File: src/hdl/kfli_pkg.sv
package kfli_pkg;

  localparam int MAX_KEYS_DEF = 64;
  localparam int FACTOR_BITS  = 30;
  localparam int FACTOR_W     = FACTOR_BITS + 1;

  localparam logic KIND_LOAD   = 1'b0;
  localparam logic KIND_SAMPLE = 1'b1;

  typedef enum logic [3:0] {
    ST_IDLE,
    ST_SCAN,
    ST_SCHK,
    ST_RD0,
    ST_RD1,
    ST_CALC,
    ST_DIV,
    ST_MUL,
    ST_FIN
  } state_t;

  typedef struct packed {
    logic        kind;
    logic [5:0]  key_index;
    logic [31:0] key_time;
    logic [31:0] value_x;
    logic [31:0] value_y;
    logic [31:0] value_z;
    logic [31:0] sample_time;
  } in_item_t;

  typedef struct packed {
    logic [31:0] out_x;
    logic [31:0] out_y;
    logic [31:0] out_z;
    logic [5:0]  segment;
    logic        clamped;
  } out_item_t;

  typedef struct packed {
    logic                   valid;
    logic [31:0]            rem;
    logic [31:0]            den;
    logic [FACTOR_BITS-1:0] quo;
  } div_stage_t;

endpackage

File: src/hdl/kfli_div_cell.sv
module kfli_div_cell (
  input  logic                 clk,
  input  logic                 rst,
  input  kfli_pkg::div_stage_t din,
  output kfli_pkg::div_stage_t dout
);

  logic [32:0] rem2;
  logic [32:0] diff;
  logic        ge;
  logic [31:0] rem_next;

  // one restoring step: shift the remainder, subtract when it fits
  always_comb begin
    rem2     = {din.rem, 1'b0};
    diff     = rem2 - {1'b0, din.den};
    ge       = rem2 >= {1'b0, din.den};
    rem_next = ge ? diff[31:0] : rem2[31:0];
  end

  always_ff @(posedge clk) begin
    if (rst) begin
      dout.valid <= 1'b0;
    end else begin
      dout.valid <= din.valid;
    end
    dout.rem <= rem_next;
    dout.den <= din.den;
    dout.quo <= {din.quo[kfli_pkg::FACTOR_BITS-2:0], ge};
  end

endmodule
File: config.mk
export PLATFORM = sky130hd
export DESIGN_NAME = kfli_div_cell
export DESIGN_NICKNAME = d
export VERILOG_FILES = /design/src/hdl/kfli_pkg.sv /design/src/hdl/kfli_div_cell.sv
export SDC_FILE = /design/constraint.sdc
export NUM_CORES = 1
export LEC_CHECK = 0
export BUFFER_PORTS_ARGS = -buffer_cell sky130_fd_sc_hd__clkbuf_2
export CAP_MARGIN = 20
export CORE_MARGIN = 2
export CORE_UTILIZATION = 42
export CTS_CLUSTER_SIZE = 14
export DETAILED_ROUTE_END_ITERATION = 7
export GPL_TIMING_DRIVEN = 0
export PLACE_DENSITY = 0.72
export SKIP_LAST_GASP = 1
export SYNTH_ARGS = -nofsm -noshare
export SYNTH_HDL_FRONTEND = slang
export SYNTH_SLANG_ARGS = --single-unit
File: constraint.sdc
create_clock -name clk -period 8.22 [get_ports clk]
set_clock_uncertainty 0.15 [all_clocks]
set_input_delay 0.822 -clock clk [delete_from_list [all_inputs] [get_ports clk]]
set_output_delay 0.822 -clock clk [all_outputs]
set_load 0.05 [all_outputs]
==> summary.md, run 1 <==
| Metric | Value |
|---|---|
| Status | `complete, no violations` |
| Final non-filler cell total | `~760` |
| Final WS setup | `4.33 ns` |
| Syn Area/Cell | `10.4 sq um` |
| Setup Fix Bufs, Post-CTS | `0` |
| Largest area contributor in the netlist | `dfxtp_1` |
| Die Y | `105 um` |
| Critical Path Sink Type | `flop` |
| Max_cap viols | `0` |
| Seq cells post-synth | `95` |
| Residual DRC | `0` |
| Hold slack | `0.399 ns` |
| CTS Buffer Depth | `2` |
| CP Launch Type | `input port` |
| Pleak | `2.90 nW` |
| Routability congestion estimate | `between 0.8 and 0.9` |
| DRT Wirelength | `~11,000 um` |
| Top cells by count, synth | `dfxtp_1 (95), inv_1 (35), ha_1 (32)` |
| Num Clock Sinks | `95` |
| Antenna violations before repair | `0` |
| Unique cell type count in the Yosys netlist | `56` |
| H-tree levels | `3` |
| DR WL/cell | `14.4 um` |
| Largest regs | `dout: 95 flops` |
| Register area share after synthesis | `0.440` |
| I/O pin count | `192` |
| P&R area growth vs syn | `30.6%` |
| First-pass GRT wire length | `approximately 17,000 um` |
| Core Area | `10,100 sq um` |
| Root Buffer | `clkbuf_8` |
| PortBufs | `190` |
| Dpl cells | `742` |
| Syn Inst Count | `416` |
| Most used flip-flop cell after synthesis | `dfxtp_1` |
| Initial drt markers | `a little over 100` |
| Measured slew at the worst slew-check pin | `a little under 0.9 ns` |
| Largest net degree at the start of global routing | `18` |
| Max reg flops | `95` |
| Fin. Hold Viols | `0` |
| Hold-fix buffers, CTS | `0` |
| Post-synth EDFFs | `0` |
| Most frequent cell after synthesis | `dfxtp_1` |
| Total power | `around 0.0013 W` |
| Die area | `approximately 11,000 sq um` |
| Vias/cell | `4.93` |
| Hold/Removal Path Class | `input port to flop` |
| CP Data Arrival Time | `3.98 ns` |
| Fin crit period | `roughly 4 ns` |
| Global route overflow | `0` |
| Crit Path Class | `input port to flop` |
| Worst-path clk slew | `about 0.1 ns` |
| Post-Synthesis Cell Area | `4330 sq um` |
| Top cells by area, synth | `dfxtp_1 (44%), ha_1 (9.3%), mux2_4 (6.6%)` |
| TNS Setup | `0 ns` |
| RSZ-0062 raised after global routing | `false` |
| Post-DP HPWL | `8950 um` |
| Initial core utilization | `0.427` |
| Crit-path max FO | `5` |
| GR Util All Layers | `0.190` |
| FFs w/ async S/R, synth | `0` |
| Warnings, synthesis | `0` |
| Register with the most flip-flops | `dout` |
| Final setup viols | `0` |
| FP Rows | `37` |
| Nets | `747` |
| Vias | `around 3,700` |
| P per Cell Area | `233 nW/um^2` |
| N_diodes | `0` |
| Yosys top cell area share | `0.440` |
| Layout cells sized above 1 | `0.397` |
| CP required | `8.32 ns` |
| Antenna Nets Post-Route | `0` |
| Resize count post-CTS | `0` |
| Worst IR Drop VDD | `~0.11 mV` |
| Final Max Slew Viols | `0` |
| Total CTS buffers | `9` |
| Post-place setup slack | `3.94 ns` |
| Vias in the first global route | `3,727` |
| Fmax | `257 MHz` |
| CTS tree | `built` |
| Fin crit share | `0.473` |
| Hold Path Stages | `1` |
| Die Span X | `105 um` |
| Slew margin rel. | `0.413` |
| DR pass1 iterations | `4` |
| Syn_nets | `546` |
cell type report:
| type | instances | area [sq um] |
|---|---|---|
| repair buffers | 190 | 951 |
| clock inverters | 7 | 80.1 |
| fillers | 937 | 4490 |
| well taps | 136 | 170 |
| plain buffers | 13 | 97.6 |
| flip-flops and latches | 95 | 1900 |
| clock buffers | 9 | 124 |
| multi-input cells | 272 | 2180 |
| inverters | 36 | 143 |
routing by layer:
| layer | wire length (um) | track usage | vias up | part of all wire |
|---|---|---|---|---|
| met5 | 0 | 0 | - | 0 |
| met4 | 72 | 0.0324 | 0 | 0.0066 |
| met3 | 810 | 0.0532 | 8 | 0.074 |
| met2 | 5430 | 0.346 | 139 | 0.50 |
| met1 | 4590 | 0.224 | 1721 | 0.42 |
| li1 | - | - | 1872 | - |
worst paths after layout:
check,start,end,slack (ns)
hold / removal,din[7],dout[8],0.40
setup / recovery,din[32],dout[82],4.33
critical path, cell delays in order:
cell	delay, ns
clkbuf_2	0.09
inv_1	0.05
ha_1	0.37
nor2b_1	0.17
o31a_1	0.27
o31ai_1	0.75
o21ai_0	0.30
a21boi_0	0.51
o21ai_0	0.19
xor2_1	0.18
mux2_4	0.27
cells by family (layout without fill, tap and decap cells):
group,Yosys count,in the layout,share of synthesized area
buffers and inverters,49,255,0.0555
AO/OA/AOI/OAI,102,102,0.163
adder cells (fa/ha/maj),33,33,0.0972
flip-flops,95,95,0.440
XOR/XNOR,25,25,0.0506
multiplexers,29,29,0.0914
AND/OR/NAND/NOR,83,83,0.103
cell usage in the layout (no fill, tap or decap), types with 5 or more instances in the layout:
cell,n
nor2_1,18
clkbuf_8,9
clkbuf_1,9
clkbuf_2,190
inv_1,35
xnor2_1,14
o21ai_0,18
nand2_1,15
o31ai_1,6
xor2_1,11
o21a_1,7
mux2_2,8
nor2b_1,5
nand3_1,6
nand4_1,12
a21oi_1,23
a21o_1,15
ha_1,32
mux2_4,19
dfxtp_1,95
power by group:
part           leakage (nW)  internal, W  switching (W)
registers             0.801     0.000511      0.0000132
clock network        0.0953     0.000144       0.000172
logic                  2.00     0.000155       0.000319
metrics by stage:
stage | instance area, sq um | util
final | 5650 | 0.557
after global routing | 5650 | 0.557
after CTS | 5650 | 0.557
after detailed placement | 5450 | 0.537
after global placement | 5450 | 0.537
after floorplan | 4330 | -
Note: power is estimated with default switching activity, not from simulation.
==> run 2, diff against run 1 <==
==> constraint.sdc (replaced) <==
create_clock -name clk -period 3.8 [get_ports clk]
set_clock_uncertainty 0.15 [all_clocks]
set_input_delay 0.38 -clock clk [delete_from_list [all_inputs] [get_ports clk]]
set_output_delay 0.38 -clock clk [all_outputs]
set_load 0.05 [all_outputs]
==> summary.md, run 2 (same netlist as run 1, synthesis figures left out) <==
| Metric | Value |
|---|---|
| Routability congestion estimate | `0.835 (unchanged)` |
| N_diodes | `0 (unchanged)` |
| Worst IR Drop VDD | `0.246 mV (+120%)` |
| First-pass GRT wire length | `19,600 um (+15%)` |
| Clock network power share | `0.239 (-0.002)` |
| PortBufs | `190 (unchanged)` |
| Slew margin rel. | `0.583 (+0.170)` |
| Vias in the first global route | `4,125 (+11%)` |
| Vias/cell | `4.96 (+0.54%)` |
| Largest net degree at the start of global routing | `18 (unchanged)` |
| Final setup viols | `0 (unchanged)` |
| Fill count | `847 (-9.6%)` |
| DRT Wirelength | `12,500 um (+14%)` |
| Max_cap viols | `0 (unchanged)` |
| DR pass1 iterations | `5 (+1)` |
| Sw frac | `0.385 (+0.000761)` |
| Residual DRC | `0 (unchanged)` |
| Antenna violations before repair | `0 (unchanged)` |
| Final Max Slew Viols | `0 (unchanged)` |
| CP Launch Type | `input port` |
| Fin. Hold Viols | `0 (unchanged)` |
| TNS Setup | `0 ns (unchanged)` |
| H-tree levels | `3 (unchanged)` |
| Hold/Removal Path Class | `input port to flop` |
| Initial core utilization | `0.427 (unchanged)` |
| Commonest non-fill, non-tap cells in the layout | `clkbuf_2 (190), dfxtp_1 (95), dlygate4sd3_1 (60)` |
| Layout cells sized above 1 | `0.366 (-0.0309)` |
| I/O pin count | `192 (unchanged)` |
| Core Area | `10,100 sq um (unchanged)` |
| Cell internal pwr | `0.00179 W (+120%)` |
| Fin crit period | `between 3 and 4 ns` |
| Total CTS buffers | `9 (unchanged)` |
| Die Span X | `105 um (unchanged)` |
| Worst-path clk slew | `0.10 ns (about the same)` |
| CP Data Arrival Time | `3.78 ns (-0.20 ns)` |
| Antenna Nets Post-Route | `0 (unchanged)` |
| Register with the most flip-flops | `dout` |
| CTS Buffer Depth | `2 (unchanged)` |
| Status | `complete, no violations` |
| P per Cell Area | `466 nW/um^2 (+100%)` |
| FP Rows | `37 (unchanged)` |
| Hold slack | `0.0165 ns (-0.383 ns)` |
| Crit Path Class | `input port to flop` |
| Largest regs | `dout: 95 flops` |
| Measured slew at the worst slew-check pin | `0.622 ns (-0.251 ns)` |
| Post-DP HPWL | `8950 um (unchanged)` |
| Root Buffer | `clkbuf_8` |
| Commonest non-fill, non-tap cell in the layout | `clkbuf_2` |
| Reg power frac | `0.390 (-0.009)` |
| Crit-path max FO | `10 (+5)` |
| CP required | `3.89 ns (-4.43 ns)` |
| Critical Path Sink Type | `flop` |
| Psw | `0.00112 W (+120%)` |
| DR WL/cell | `15.3 um (+6.3%)` |
| Die area | `11,100 sq um (unchanged)` |
| Global route overflow | `0 (unchanged)` |
| Setup Fix Bufs, Post-CTS | `0 (unchanged)` |
| Die Y | `105 um (unchanged)` |
| Max reg flops | `95 (unchanged)` |
| Fin crit share | `0.969` |
| Fmax | `272 MHz` |
| Initial drt markers | `147 (+46%)` |
| Pleak | `3.14 nW (+8.6%)` |
| GR Util All Layers | `0.219 (+0.0295)` |
| P&R area growth vs syn | `44.6%` |
| Vias | `4,048 (+8.2%)` |
| Num Clock Sinks | `95 (unchanged)` |
| RSZ-0062 raised after global routing | `false` |
| CTS tree | `built` |
| Nets | `805 (+7.8%)` |
| Combinational share of power | `0.371 (+0.011)` |
==> run 2: cell count changes in the layout (fill, tap and decap cells not counted), sizes merged <==
cell / change
dlygate4sd3: +60
buf: -1
clkbuf: -1
==> run 2: per-layer routing <==
layer / part of all wire / track usage
met1: 0.41 / 0.253
met2: 0.51 / 0.407
met3: 0.069 / 0.0581
met4: 0.0099 / 0.0410
met5: 0 / 0
==> run 2: final cells by class <==
type                            instances  area, sq um  share of cell area
Clock buffer                            9          124              0.0198
Tap cell                              136          170              0.0272
Timing Repair Buffer                  250         1550               0.248
Buffer                                 11         90.1              0.0144
Multi-Input combinational cell        272         2190               0.351
Clock inverter                          7         80.1              0.0128
Inverter                               36          143              0.0228
Sequential cell                        95         1900               0.304
==> run 2: timing repair <==
action	CTS	global route
endpoints found under the setup margin	0	20
hold buffers	59	1
resized for setup	0	3
endpoints found under the hold margin	59	1
==> run 2: power groups by stage <==
stage,Sequential (W),Combinational [W],Clock (W)
final,0.00114,0.00108,0.000696
after global routing,0.00115,0.00114,0.000751
after CTS,0.00114,0.00108,0.000702
after detailed placement,0.00116,0.00103,0
after global placement,0.00115,0.00102,0
after floorplan,0.00155,0.000385,0
==> run 2: worst paths after layout <==
path,start,to,slack [ns],depth (start not counted)
min,din[31],dout[31],0.02,1
max,din[40],dout[82],0.12,15
==> run 2: metrics by stage <==
step	util	setup WS [ns]	cell area, sq um	total power [W]	std cells
after floorplan	-	0.687	4330	0.00193	416
after global placement	0.537	-0.0276	5450	0.00217	742
after detailed placement	0.537	-0.0420	5450	0.00218	742
after CTS	0.616	0.0433	6240	0.00292	817
after global routing	0.617	0.0234	6250	0.00304	816
final	0.617	0.117	6250	0.00292	816
==> run 2: critical path, cell delays in order <==
cell,delay [ns]
dlygate4sd3_1,0.52
clkbuf_2,0.12
inv_1,0.04
ha_1,0.37
a211oi_2,0.33
nor2_1,0.12
or4b_4,0.50
o2111ai_2,0.23
a21oi_2,0.13
o21ai_4,0.18
and3_4,0.22
buf_12,0.12
inv_8,0.06
buf_12,0.15
mux2_4,0.30
==> run 3, diff against run 2 <==
--- a/config.mk
+++ b/config.mk
@@ -7,8 +7,8 @@
 export LEC_CHECK = 0
 export BUFFER_PORTS_ARGS = -buffer_cell sky130_fd_sc_hd__clkbuf_2
 export CAP_MARGIN = 20
-export CORE_MARGIN = 2
 export CORE_UTILIZATION = 42
+export CTS_BUF_LIST = sky130_fd_sc_hd__clkbuf_4
 export CTS_CLUSTER_SIZE = 14
 export DETAILED_ROUTE_END_ITERATION = 7
 export GPL_TIMING_DRIVEN = 0
==> summary.md, run 3 (same netlist as run 1, synthesis figures left out) <==
| Metric | Value |
|---|---|
| Fill count | `781 (-7.8%)` |
| Vias in the first global route | `3,921 (-4.9%)` |
| Nets | `828 (+2.9%)` |
| Fin crit period | `3.59 ns (-0.0910 ns)` |
| Hold slack | `0.0273 ns (+0.0108 ns)` |
| Core Area | `9860 sq um (-2.7%)` |
| Cell Chain, Critical Path | `dlygate4sd3_1, clkbuf_2, inv_1, ha_1, buf_1, nand4_1, or2_2, or3_1, o22a_1, and3_4, buf_12, inv_8, buf_12, mux2_4` |
| Hold/Removal Path Class | `input port to flop` |
| Initial drt markers | `121 (-18%)` |
| CTS Buffer Depth | `2 (unchanged)` |
| Die Y | `103 um (-1.9%)` |
| Setup Fix Bufs, Post-CTS | `0 (unchanged)` |
| Worst IR Drop VDD | `0.221 mV (-9.9%)` |
| Max_cap viols | `0 (unchanged)` |
| Largest net degree at the start of global routing | `19 (+1)` |
| Antenna Nets Post-Route | `0 (unchanged)` |
| DR pass1 iterations | `4 (-1)` |
| Fin. Hold Viols | `0 (unchanged)` |
| First-pass GRT wire length | `17,400 um (-11%)` |
| Post-DP HPWL | `8220 um (-8.1%)` |
| Die area | `10,700 sq um (-3.8%)` |
| CP max-delay cell | `dlygate4sd3_1` |
| PortBufs | `190 (unchanged)` |
| Routability congestion estimate | `0.856 (+2.6%)` |
| Most frequent CP cell | `buf_12` |
| FP Rows | `36 (-2.7%)` |
| Max incr delay on CP | `0.56 ns (+0.04 ns)` |
| Commonest non-fill, non-tap cells in the layout | `clkbuf_2 (190), dfxtp_1 (95), dlygate4sd3_1 (81)` |
| Total CTS buffers | `9 (unchanged)` |
| Crit Path Class | `input port to flop` |
| CTS tree | `built` |
| Pleak | `3.21 nW (+2.2%)` |
| Final Max Slew Viols | `0 (unchanged)` |
| TNS Setup | `0 ns (unchanged)` |
| CP Launch Type | `input port` |
| Register with the most flip-flops | `dout` |
| Num Clock Sinks | `95 (unchanged)` |
| Measured slew at the worst slew-check pin | `0.601 ns (-0.0207 ns)` |
| Max reg flops | `95 (unchanged)` |
| CP Data Arrival Time | `3.79 ns (about the same)` |
| Fin crit share | `0.945 (-0.0239)` |
| Fmax | `278 MHz (+2.5%)` |
| Crit-path max FO | `10 (unchanged)` |
| Commonest non-fill, non-tap cell in the layout | `clkbuf_2` |
| Vias | `4,063 (+0.37%)` |
| Worst-path clk slew | `0.14 ns (+0.04 ns)` |
| DR WL/cell | `14.5 um (-4.9%)` |
| Slew margin rel. | `0.595 (+0.0121)` |
| Root Buffer | `clkbuf_4` |
| Layout cells sized above 1 | `0.353 (-0.0134)` |
| Global route overflow | `0 (unchanged)` |
| H-tree levels | `3 (unchanged)` |
| Die Span X | `103 um (-1.9%)` |
| Vias/cell | `4.86 (-2.0%)` |
| P&R area growth vs syn | `47.7%` |
| DRT Wirelength | `12,200 um (-2.5%)` |
| Status | `complete, no violations` |
| RSZ-0062 raised after global routing | `false` |
| CP required | `4.00 ns (+0.11 ns)` |
| Initial core utilization | `0.438 (+0.0119)` |
| P per Cell Area | `431 nW/um^2 (-7.5%)` |
| Antenna violations before repair | `0 (unchanged)` |
| Final setup viols | `0 (unchanged)` |
| Largest regs | `dout: 95 flops` |
| Critical Path Sink Type | `flop` |
| GR Util All Layers | `0.214 (-0.00571)` |
| N_diodes | `0 (unchanged)` |
| Residual DRC | `0 (unchanged)` |
| I/O pin count | `192 (unchanged)` |
## run 3: path summary, 6_finish.rpt
| kind | cells after the start | slack, ns | endpoint | startpoint |
|---|---|---|---|---|
| worst max-delay path | 14 | 0.21 | dout[78] | din[50] |
| worst min-delay path | 2 | 0.03 | dout[74] | din[73] |
## run 3: critical path: cells and delay by family
family | cells | cell delay (ns)
buf+inv | 7 | 1.41
simple gates | 4 | 1.13
mux | 1 | 0.30
fa+ha+maj | 1 | 0.28
compound gates | 1 | 0.26
## run 3: timing repair
item,in CTS,in global routing
endpoints found under the setup margin,0,3
gates resized for setup,0,1
hold endpoints to repair,74,6
hold buffers,75,6
## run 3: through the flow
stage / total power (W) / std cells / worst slack [ns] / util / cell area, sq um
after floorplan: 0.00193 / 416 / 0.687 / - / 4330
after global placement: 0.00216 / 739 / 0.107 / 0.552 / 5440
after detailed placement: 0.00218 / 739 / 0.0705 / 0.552 / 5440
after CTS: 0.00275 / 830 / 0.0361 / 0.641 / 6320
after global routing: 0.00290 / 836 / 0.0706 / 0.648 / 6390
final: 0.00276 / 836 / 0.208 / 0.648 / 6390
## run 3: layout make-up
cell class	count	area (sq um)	area share
Buffer	13	97.6	0.0153
Clock buffer	9	67.6	0.0106
Tap cell	133	166	0.0260
Sequential cell	95	1900	0.298
Clock inverter	7	62.6	0.00979
Timing Repair Buffer	271	1760	0.276
Inverter	36	143	0.0223
Multi-Input combinational cell	272	2190	0.343
## run 3: report_power, final
part | leakage, nW | internal (W) | switching, W
combinational | 2.34 | 0.000389 | 0.000706
clock | 0.0747 | 0.000150 | 0.000375
sequential | 0.801 | 0.00111 | 0.0000301
## run 3: layer usage
layer	track usage	routed length, um	vias to the layer above
met5	0	0	-
met4	0.0704	136	0
met3	0.0484	843	12
met2	0.416	6250	148
met1	0.224	4920	1867
li1	-	-	2036
